===== src/rtl/modular_exponentiation_macros.svh =====
// Assertion macros shared by the modular exponentiation RTL
`ifndef MODULAR_EXPONENTIATION_MACROS_SVH
`define MODULAR_EXPONENTIATION_MACROS_SVH

// Same-cycle implication, sampled on clk, off while in reset.
`define ME_ASSERT_SAME(lbl, ante, cons, msg) \
	lbl: assert property (@(posedge clk) disable iff (!arst_n) (ante) |-> (cons)) \
		else $error(msg);

// Next-cycle implication, sampled on clk, off while in reset.
`define ME_ASSERT_NEXT(lbl, ante, cons, msg) \
	lbl: assert property (@(posedge clk) disable iff (!arst_n) (ante) |=> (cons)) \
		else $error(msg);

`endif


===== src/rtl/modexp_pkg.sv =====
// Package: constants, register indexes and sequencer states for modular exponentiation
`timescale 1ns / 1ps

package modexp_pkg;

	localparam int WIDTH_DEFAULT = 32;
	localparam int FIELD_W       = 32;
	localparam int CFG_IDX_W     = 1;

	localparam logic [CFG_IDX_W-1:0] REG_EXPONENT = 1'd0;
	localparam logic [CFG_IDX_W-1:0] REG_MODULUS  = 1'd1;

	typedef enum logic [2:0] {
		S_IDLE,
		S_RED,
		S_SQR,
		S_MUL,
		S_OUT
	} state_t;

endpackage


===== src/rtl/modular_exponentiation.sv =====
// Modular exponentiation: result = message ** exponent mod modulus, one shared modular adder.
// An item is taken when start is high and busy is low; the result appears for one cycle
// with done high and cannot be held off. Operands are used at OW = min(WIDTH, 32) bits.
// All arithmetic runs through one modular adder, one add per cycle: a modular multiply
// does one doubling per bit of its multiplier plus one add per set bit. An item takes the
// reduction of the message (one such multiply by the message), plus for each of the OW
// exponent bits one squaring and, where the bit is set, one multiply by the base. With
// modulus zero the item goes straight to output with modulus_error set and result zero.
`timescale 1ns / 1ps

`include "modular_exponentiation_macros.svh"

module modular_exponentiation #(
	parameter int WIDTH = modexp_pkg::WIDTH_DEFAULT
) (
	input  logic                                 clk,
	input  logic                                 arst_n,
	input  logic                                 start,
	output logic                                 busy,
	input  logic [modexp_pkg::FIELD_W-1:0]       message,
	output logic                                 done,
	output logic [modexp_pkg::FIELD_W-1:0]       result,
	output logic                                 modulus_error,
	input  logic                                 cfg_valid,
	output logic                                 cfg_ready,
	input  logic [modexp_pkg::CFG_IDX_W-1:0]     cfg_index,
	input  logic [modexp_pkg::FIELD_W-1:0]       cfg_data
);

	localparam int OW = (WIDTH < modexp_pkg::FIELD_W) ? WIDTH : modexp_pkg::FIELD_W;
	localparam int CW = $clog2(OW);
	localparam logic [CW-1:0] CNT_TOP = CW'(OW - 1);

	modexp_pkg::state_t state_q, state_d;

	logic [OW-1:0] exp_cfg_q, mod_cfg_q;
	logic [OW-1:0] acc_q, mul_a_q, mul_b_q;
	logic [OW-1:0] base_q, pacc_q, exp_q;
	logic [CW-1:0] bcnt_q, ecnt_q;
	logic          phase_q, phase_d;
	logic          err_q;

	logic          in_mul;
	logic          step_adv, mul_last, exp_adv;
	logic [OW-1:0] add_y, gap, sum, init_one;
	logic          accept;
	logic [modexp_pkg::FIELD_W-1:0] mod_ext;

	assign cfg_ready = 1'b1;
	assign accept    = start && !busy;
	assign mod_ext   = modexp_pkg::FIELD_W'(mod_cfg_q);

	// shared modular adder: (acc + y) mod m, both operands below m
	assign add_y = phase_q ? mul_a_q : acc_q;
	assign gap   = mod_cfg_q - add_y;
	assign sum   = (acc_q >= gap) ? (acc_q - gap) : (acc_q + add_y);

	assign init_one = (mod_cfg_q == OW'(1)) ? '0 : OW'(1);

	assign in_mul   = (state_q == modexp_pkg::S_RED) || (state_q == modexp_pkg::S_SQR) ||
		(state_q == modexp_pkg::S_MUL);
	// a multiplier bit is finished after its doubling (bit clear) or its add
	assign step_adv = in_mul && (phase_q || !mul_b_q[OW-1]);
	assign mul_last = step_adv && (bcnt_q == '0);
	assign exp_adv  = mul_last && (((state_q == modexp_pkg::S_SQR) && !exp_q[OW-1]) ||
		(state_q == modexp_pkg::S_MUL));
	assign phase_d  = in_mul && !phase_q && mul_b_q[OW-1];

	always_comb begin
		state_d = state_q;
		case (state_q)
			modexp_pkg::S_IDLE: begin
				if (start) begin
					state_d = (mod_cfg_q == '0) ? modexp_pkg::S_OUT : modexp_pkg::S_RED;
				end
			end
			modexp_pkg::S_RED: begin
				if (mul_last) begin
					state_d = modexp_pkg::S_SQR;
				end
			end
			modexp_pkg::S_SQR: begin
				if (mul_last) begin
					if (exp_q[OW-1]) begin
						state_d = modexp_pkg::S_MUL;
					end else if (ecnt_q == '0) begin
						state_d = modexp_pkg::S_OUT;
					end else begin
						state_d = modexp_pkg::S_SQR;
					end
				end
			end
			modexp_pkg::S_MUL: begin
				if (mul_last) begin
					state_d = (ecnt_q == '0) ? modexp_pkg::S_OUT : modexp_pkg::S_SQR;
				end
			end
			modexp_pkg::S_OUT: begin
				state_d = modexp_pkg::S_IDLE;
			end
			default: begin
				state_d = modexp_pkg::S_IDLE;
			end
		endcase
	end

	always_comb begin
		busy          = 1'b1;
		done          = 1'b0;
		result        = '0;
		modulus_error = 1'b0;
		case (state_q)
			modexp_pkg::S_IDLE: begin
				busy = 1'b0;
			end
			modexp_pkg::S_OUT: begin
				done          = 1'b1;
				result        = err_q ? '0 : modexp_pkg::FIELD_W'(pacc_q);
				modulus_error = err_q;
			end
			default: begin
				busy = 1'b1;
			end
		endcase
	end

	always_ff @(posedge clk or negedge arst_n) begin
		if (!arst_n) begin
			state_q   <= modexp_pkg::S_IDLE;
			phase_q   <= 1'b0;
			bcnt_q    <= '0;
			ecnt_q    <= '0;
			err_q     <= 1'b0;
			exp_cfg_q <= OW'(1);
			mod_cfg_q <= OW'(1);
		end else begin
			state_q <= state_d;
			phase_q <= phase_d;
			if (cfg_valid && cfg_ready) begin
				case (cfg_index)
					modexp_pkg::REG_EXPONENT: exp_cfg_q <= cfg_data[OW-1:0];
					modexp_pkg::REG_MODULUS:  mod_cfg_q <= cfg_data[OW-1:0];
					default: ;
				endcase
			end
			if (accept) begin
				err_q  <= (mod_cfg_q == '0);
				bcnt_q <= CNT_TOP;
				ecnt_q <= CNT_TOP;
			end else begin
				if (mul_last) begin
					bcnt_q <= CNT_TOP;
				end else if (step_adv) begin
					bcnt_q <= bcnt_q - CW'(1);
				end
				if (exp_adv) begin
					ecnt_q <= ecnt_q - CW'(1);
				end
			end
		end
	end

	always_ff @(posedge clk) begin
		if (accept) begin
			mul_a_q <= OW'(1);
			mul_b_q <= message[OW-1:0];
			acc_q   <= '0;
			exp_q   <= exp_cfg_q;
			pacc_q  <= '0;
		end else if (in_mul) begin
			if (mul_last) begin
				acc_q <= '0;
				if (exp_adv) begin
					exp_q <= exp_q << 1;
				end
				if (state_q == modexp_pkg::S_RED) begin
					base_q  <= sum;
					pacc_q  <= init_one;
					mul_a_q <= init_one;
					mul_b_q <= init_one;
				end else begin
					pacc_q  <= sum;
					mul_a_q <= sum;
					mul_b_q <= (state_d == modexp_pkg::S_MUL) ? base_q : sum;
				end
			end else begin
				acc_q <= sum;
				if (step_adv) begin
					mul_b_q <= mul_b_q << 1;
				end
			end
		end
	end

	`ME_ASSERT_NEXT(a_done_single, done, !done, "done strobe longer than one cycle")
	`ME_ASSERT_NEXT(a_accept_busy, accept, busy, "block not busy after taking an item")
	`ME_ASSERT_SAME(a_err_zero, done && modulus_error, result == '0, "error result not zero")
	`ME_ASSERT_SAME(a_res_range, done && !modulus_error, result < mod_ext, "result not reduced")
	`ME_ASSERT_SAME(a_acc_range, phase_q, acc_q < mod_cfg_q, "accumulator out of range")

endmodule

===== config.mk =====
export PLATFORM = sky130hd
export DESIGN_NAME = modular_exponentiation
export DESIGN_NICKNAME = d
export VERILOG_FILES = /design/src/rtl/modexp_pkg.sv /design/src/rtl/modular_exponentiation.sv
export VERILOG_INCLUDE_DIRS = /design/src /design/src/rtl
export SDC_FILE = /design/constraint.sdc
export NUM_CORES = 1
export LEC_CHECK = 0
export ABC_AREA = 1
export BUFFER_PORTS_ARGS = -buffer_cell sky130_fd_sc_hd__buf_2
export CAP_MARGIN = 25
export CELL_PAD_IN_SITES_DETAIL_PLACEMENT = 0
export CELL_PAD_IN_SITES_GLOBAL_PLACEMENT = 1
export CORE_MARGIN = 5
export CORE_UTILIZATION = 39
export CTS_CLUSTER_SIZE = 25
export DETAILED_ROUTE_END_ITERATION = 6
export PLACE_DENSITY = 0.8
export SLEW_MARGIN = 20
export SYNTH_ARGS = -nofsm -noshare
export SYNTH_HDL_FRONTEND = slang
export SYNTH_SLANG_ARGS = --single-unit

===== constraint.sdc =====
create_clock -name clk -period 6.1 [get_ports clk]
set_input_delay 1.22 -clock clk [delete_from_list [all_inputs] [get_ports clk]]
set_output_delay 1.22 -clock clk [all_outputs]
set_load 0.02 [all_outputs]

==> metrics.cfg <==
[setup_path]
worst-path-buf-inv = 2
critPathKind = reg -> reg
required_ns = 6.42
slowest_stage = dfrtp_2
r2r_slack_ns = 0.47
start_kind = flop
crit_chain = buf_4 > o21ai_0 > ha_1 > nand2_1 > inv_1 > a21oi_1 > o21bai_1 > a21oi_1 > nand3b_1 > nand2_1 > xor2_1 > ha_1 > a21oi_1 > o21a_1 > nand2_1 > a21oi_1 > nand2_8 > nand3_1 > nand2_2 > o21ai_0 > nand2_1
cp_slowest_stage_delay_ns = 0.61
crit_path_end_kind = flop
crit_fanout = 40
cp.arrival_ns = 5.95
reg2reg_to = mul_b_q[18]
r2r_cells = 21
rr_startpoint = phase_q
cp_top_family = compound AO/OA/AOI/OAI gates

[layout]
num-fill-cells = 4681
final_nets = 2854
drive_gt1_share_pct = 8.31
multiInputGateArea_um2 = 9530
final_cells = 3298
area.growth.synth_to_final_pct = 11.8
antenna_cells = 0
seqCellArea_um2 = 6160
final_core_util_pct = 44.3

[routing]
drtPass1Iterations = 5
drtIter0Drc = 1386
ant_nets = 0
totalWireLength_um = 62200
drc = 0
post_drt_wl_per_cell_um = 18.9
viasPerCell = 5.13
vias = 16909

[timing]
worst_pin_slew_ns = 1.06
setup_viol = 0
fin_crit_sh_pct = 92.3
finClkSkew_ns = 0.0272
layout_setup_ws_ns = 0.470
finalCriticalPeriod_ns = 5.63
max_slew_margin_pct = 29.4
drv_slew = 0
finalHoldViolations = 0
fmax_ghz = 0.178
fin_setup_tns_ns = 0
rsz0062_at_grt = no

[global_route]
grt_pass1_vias = 16278
antenna_found_initial = 0
grt_max_degree = 70
grt-ovfl-total = 0
grt_pass1_wl_um = 95400
grt_usage_pct = 24.4

[cts]
ctsResizeCount = 0
cts_tree = built
clock_latency_ns = 0.57
cts_sinks = 240
cts_setup_buffers = 0
cts_made_buffers = 27
postCtsHoldBufs = 0
cts-root-buf = clkbuf_16
cts_max_level = 1
clock_path_buffers = 3
cts.clk_slew.worst_paths_ns = 0.06

[floorplanning]
die_h_um = 222
initial_core_util_pct = 39.6
die_area_um2 = 49400
pin_count = 105
core_area_um2 = 44400
fp-row-count = 77
die_x_um = 222

[placement]
dp_cells = 3245
port-buffer-count = 103
place_congestion = 0.977
place_ws_ns = 0.263
dp_hpwl_um = 49300

[synth]
synthAdderAreaFrac_pct = 7.24
synthSimpleGateAreaFrac_pct = 31.3
yosys_warnings = 0
synth_xor_area_share_pct = 3.04
synthDistinctLibCells = 55
synth_compound_gate_area_share_pct = 12.4
async_reset_ff_share_pct = 32.9
synth_top_family_by_area = simple AND/OR/NAND/NOR gates
syn_inst = 2606
avgSynthCellArea_um2 = 6.75
netlist_area_um2 = 17600
synth-main-ff-cell = edfxtp_1
synth_edf_count = 96
syn_nets = 2775
synthMuxAreaShare_pct = 0
synth_seq_cells = 240
synth_seq_area_share_pct = 35.0

[hold_path]
min_path_cells = 2
min_from = mul_a_q[2]
hold_path_end = mul_a_q[2]
hp-class = reg -> reg

[run]
cap_violations = 0

[outcome]
outcome = complete, no violations

through the flow:
step                      hold WS, ns  area [µm²]
final                           0.466       19700
after floorplan                 0.442       17600
after global routing            0.479       19700
after detailed placement        0.456       18600
after global placement          0.452       18600
after CTS                       0.465       19600
registers in the layout (all words and copies together) (netlist names):
signal / count
mul_b_q: 32
state_q: 3
ecnt_q: 5
bcnt_q: 5
phase_q: 1
base_q: 32
mod_cfg_q: 32
pacc_q: 1
err_q: 1
mul_a_q: 32
exp_q: 32
exp_cfg_q: 32
acc_q: 32
synthesized netlist by cell type, types with 28 or more instances:
| library cell | instances | area share [%] |
|---|---|---|
| nor2_1 | 190 | 4.1 |
| a21oi_1 | 127 | 3.6 |
| inv_1 | 411 | 8.8 |
| dfxtp_1 | 65 | 7.4 |
| edfxtp_1 | 96 | 16 |
| nor3_1 | 51 | 1.5 |
| nand3_1 | 127 | 3.6 |
| ha_1 | 97 | 6.9 |
| o21ai_0 | 168 | 4.8 |
| dfrtp_1 | 77 | 11 |
| xnor2_1 | 38 | 1.9 |
| nand2_1 | 871 | 19 |
| a22o_1 | 28 | 1.4 |
| clkbuf_1 | 46 | 0.98 |
worst reg2reg max path, stage by stage (launching register included):
cell	delay (ns)
dfrtp_2	0.61
buf_4	0.29
o21ai_0	0.60
ha_1	0.41
nand2_1	0.15
inv_1	0.07
a21oi_1	0.24
o21bai_1	0.13
a21oi_1	0.30
nand3b_1	0.24
nand2_1	0.10
xor2_1	0.16
ha_1	0.34
a21oi_1	0.23
o21a_1	0.18
nand2_1	0.07
a21oi_1	0.38
nand2_8	0.28
nand3_1	0.23
nand2_2	0.10
o21ai_0	0.17
nand2_1	0.07
worst max path at each step:
stage             from     endpoint  slack [ns]  depth (start not counted)
3_5_place_dp   phase_q   mul_b_q[7]        0.26                         22
4_1_cts        phase_q   mul_b_q[7]        0.17                         22
2_1_floorplan  phase_q  mul_b_q[12]        1.62                         27
3_3_place_gp   phase_q   mul_b_q[7]        0.24                         22
6_report       phase_q  mul_b_q[18]        0.47                         21
5_1_grt        phase_q  mul_b_q[21]        0.01                         23
placed cells by master, fill, tap and decap left out, types with 9 or more instances in the layout:
cell / n
nand2_1: 869
inv_1: 408
nor2_1: 187
o21ai_0: 166
nand3_1: 127
a21oi_1: 127
buf_2: 103
ha_1: 97
edfxtp_1: 96
dfrtp_1: 76
dfxtp_1: 65
nor3_1: 51
xnor2_1: 38
a22o_1: 28
clkbuf_16: 27
xor2_1: 23
nand3b_1: 21
o21bai_1: 20
nand2_2: 19
buf_4: 16
nand4_1: 15
o21ai_1: 15
nor4_1: 9
logic make-up after synthesis:
| family | count (synthesis) |
|---|---|
| other | 1 |
| flip-flops | 240 |
| XOR/XNOR | 61 |
| AND/OR/NAND/NOR | 1330 |
| buffers and inverters | 489 |
| AO/OA/AOI/OAI | 385 |
| adder cells (fa/ha/maj) | 100 |
layout make-up:
cell class / count / share of cell area (%)
inverter: 415 / 7.93
clock inverter: 13 / 0.821
timing repair buffer: 124 / 3.77
tap: 592 / 3.77
sequential: 240 / 31.4
clock buffer: 37 / 3.88
multi-input combinational: 1877 / 48.5
per-layer routing:
metal,part of all wire [%],track usage [%]
met5,0,0
met4,3.2,6.76
met3,4.9,2.47
met2,44,39.5
met1,48,35.1
Power is not shown: default switching activity piles up to over one toggle a cycle in this logic, so the estimate is an artifact.
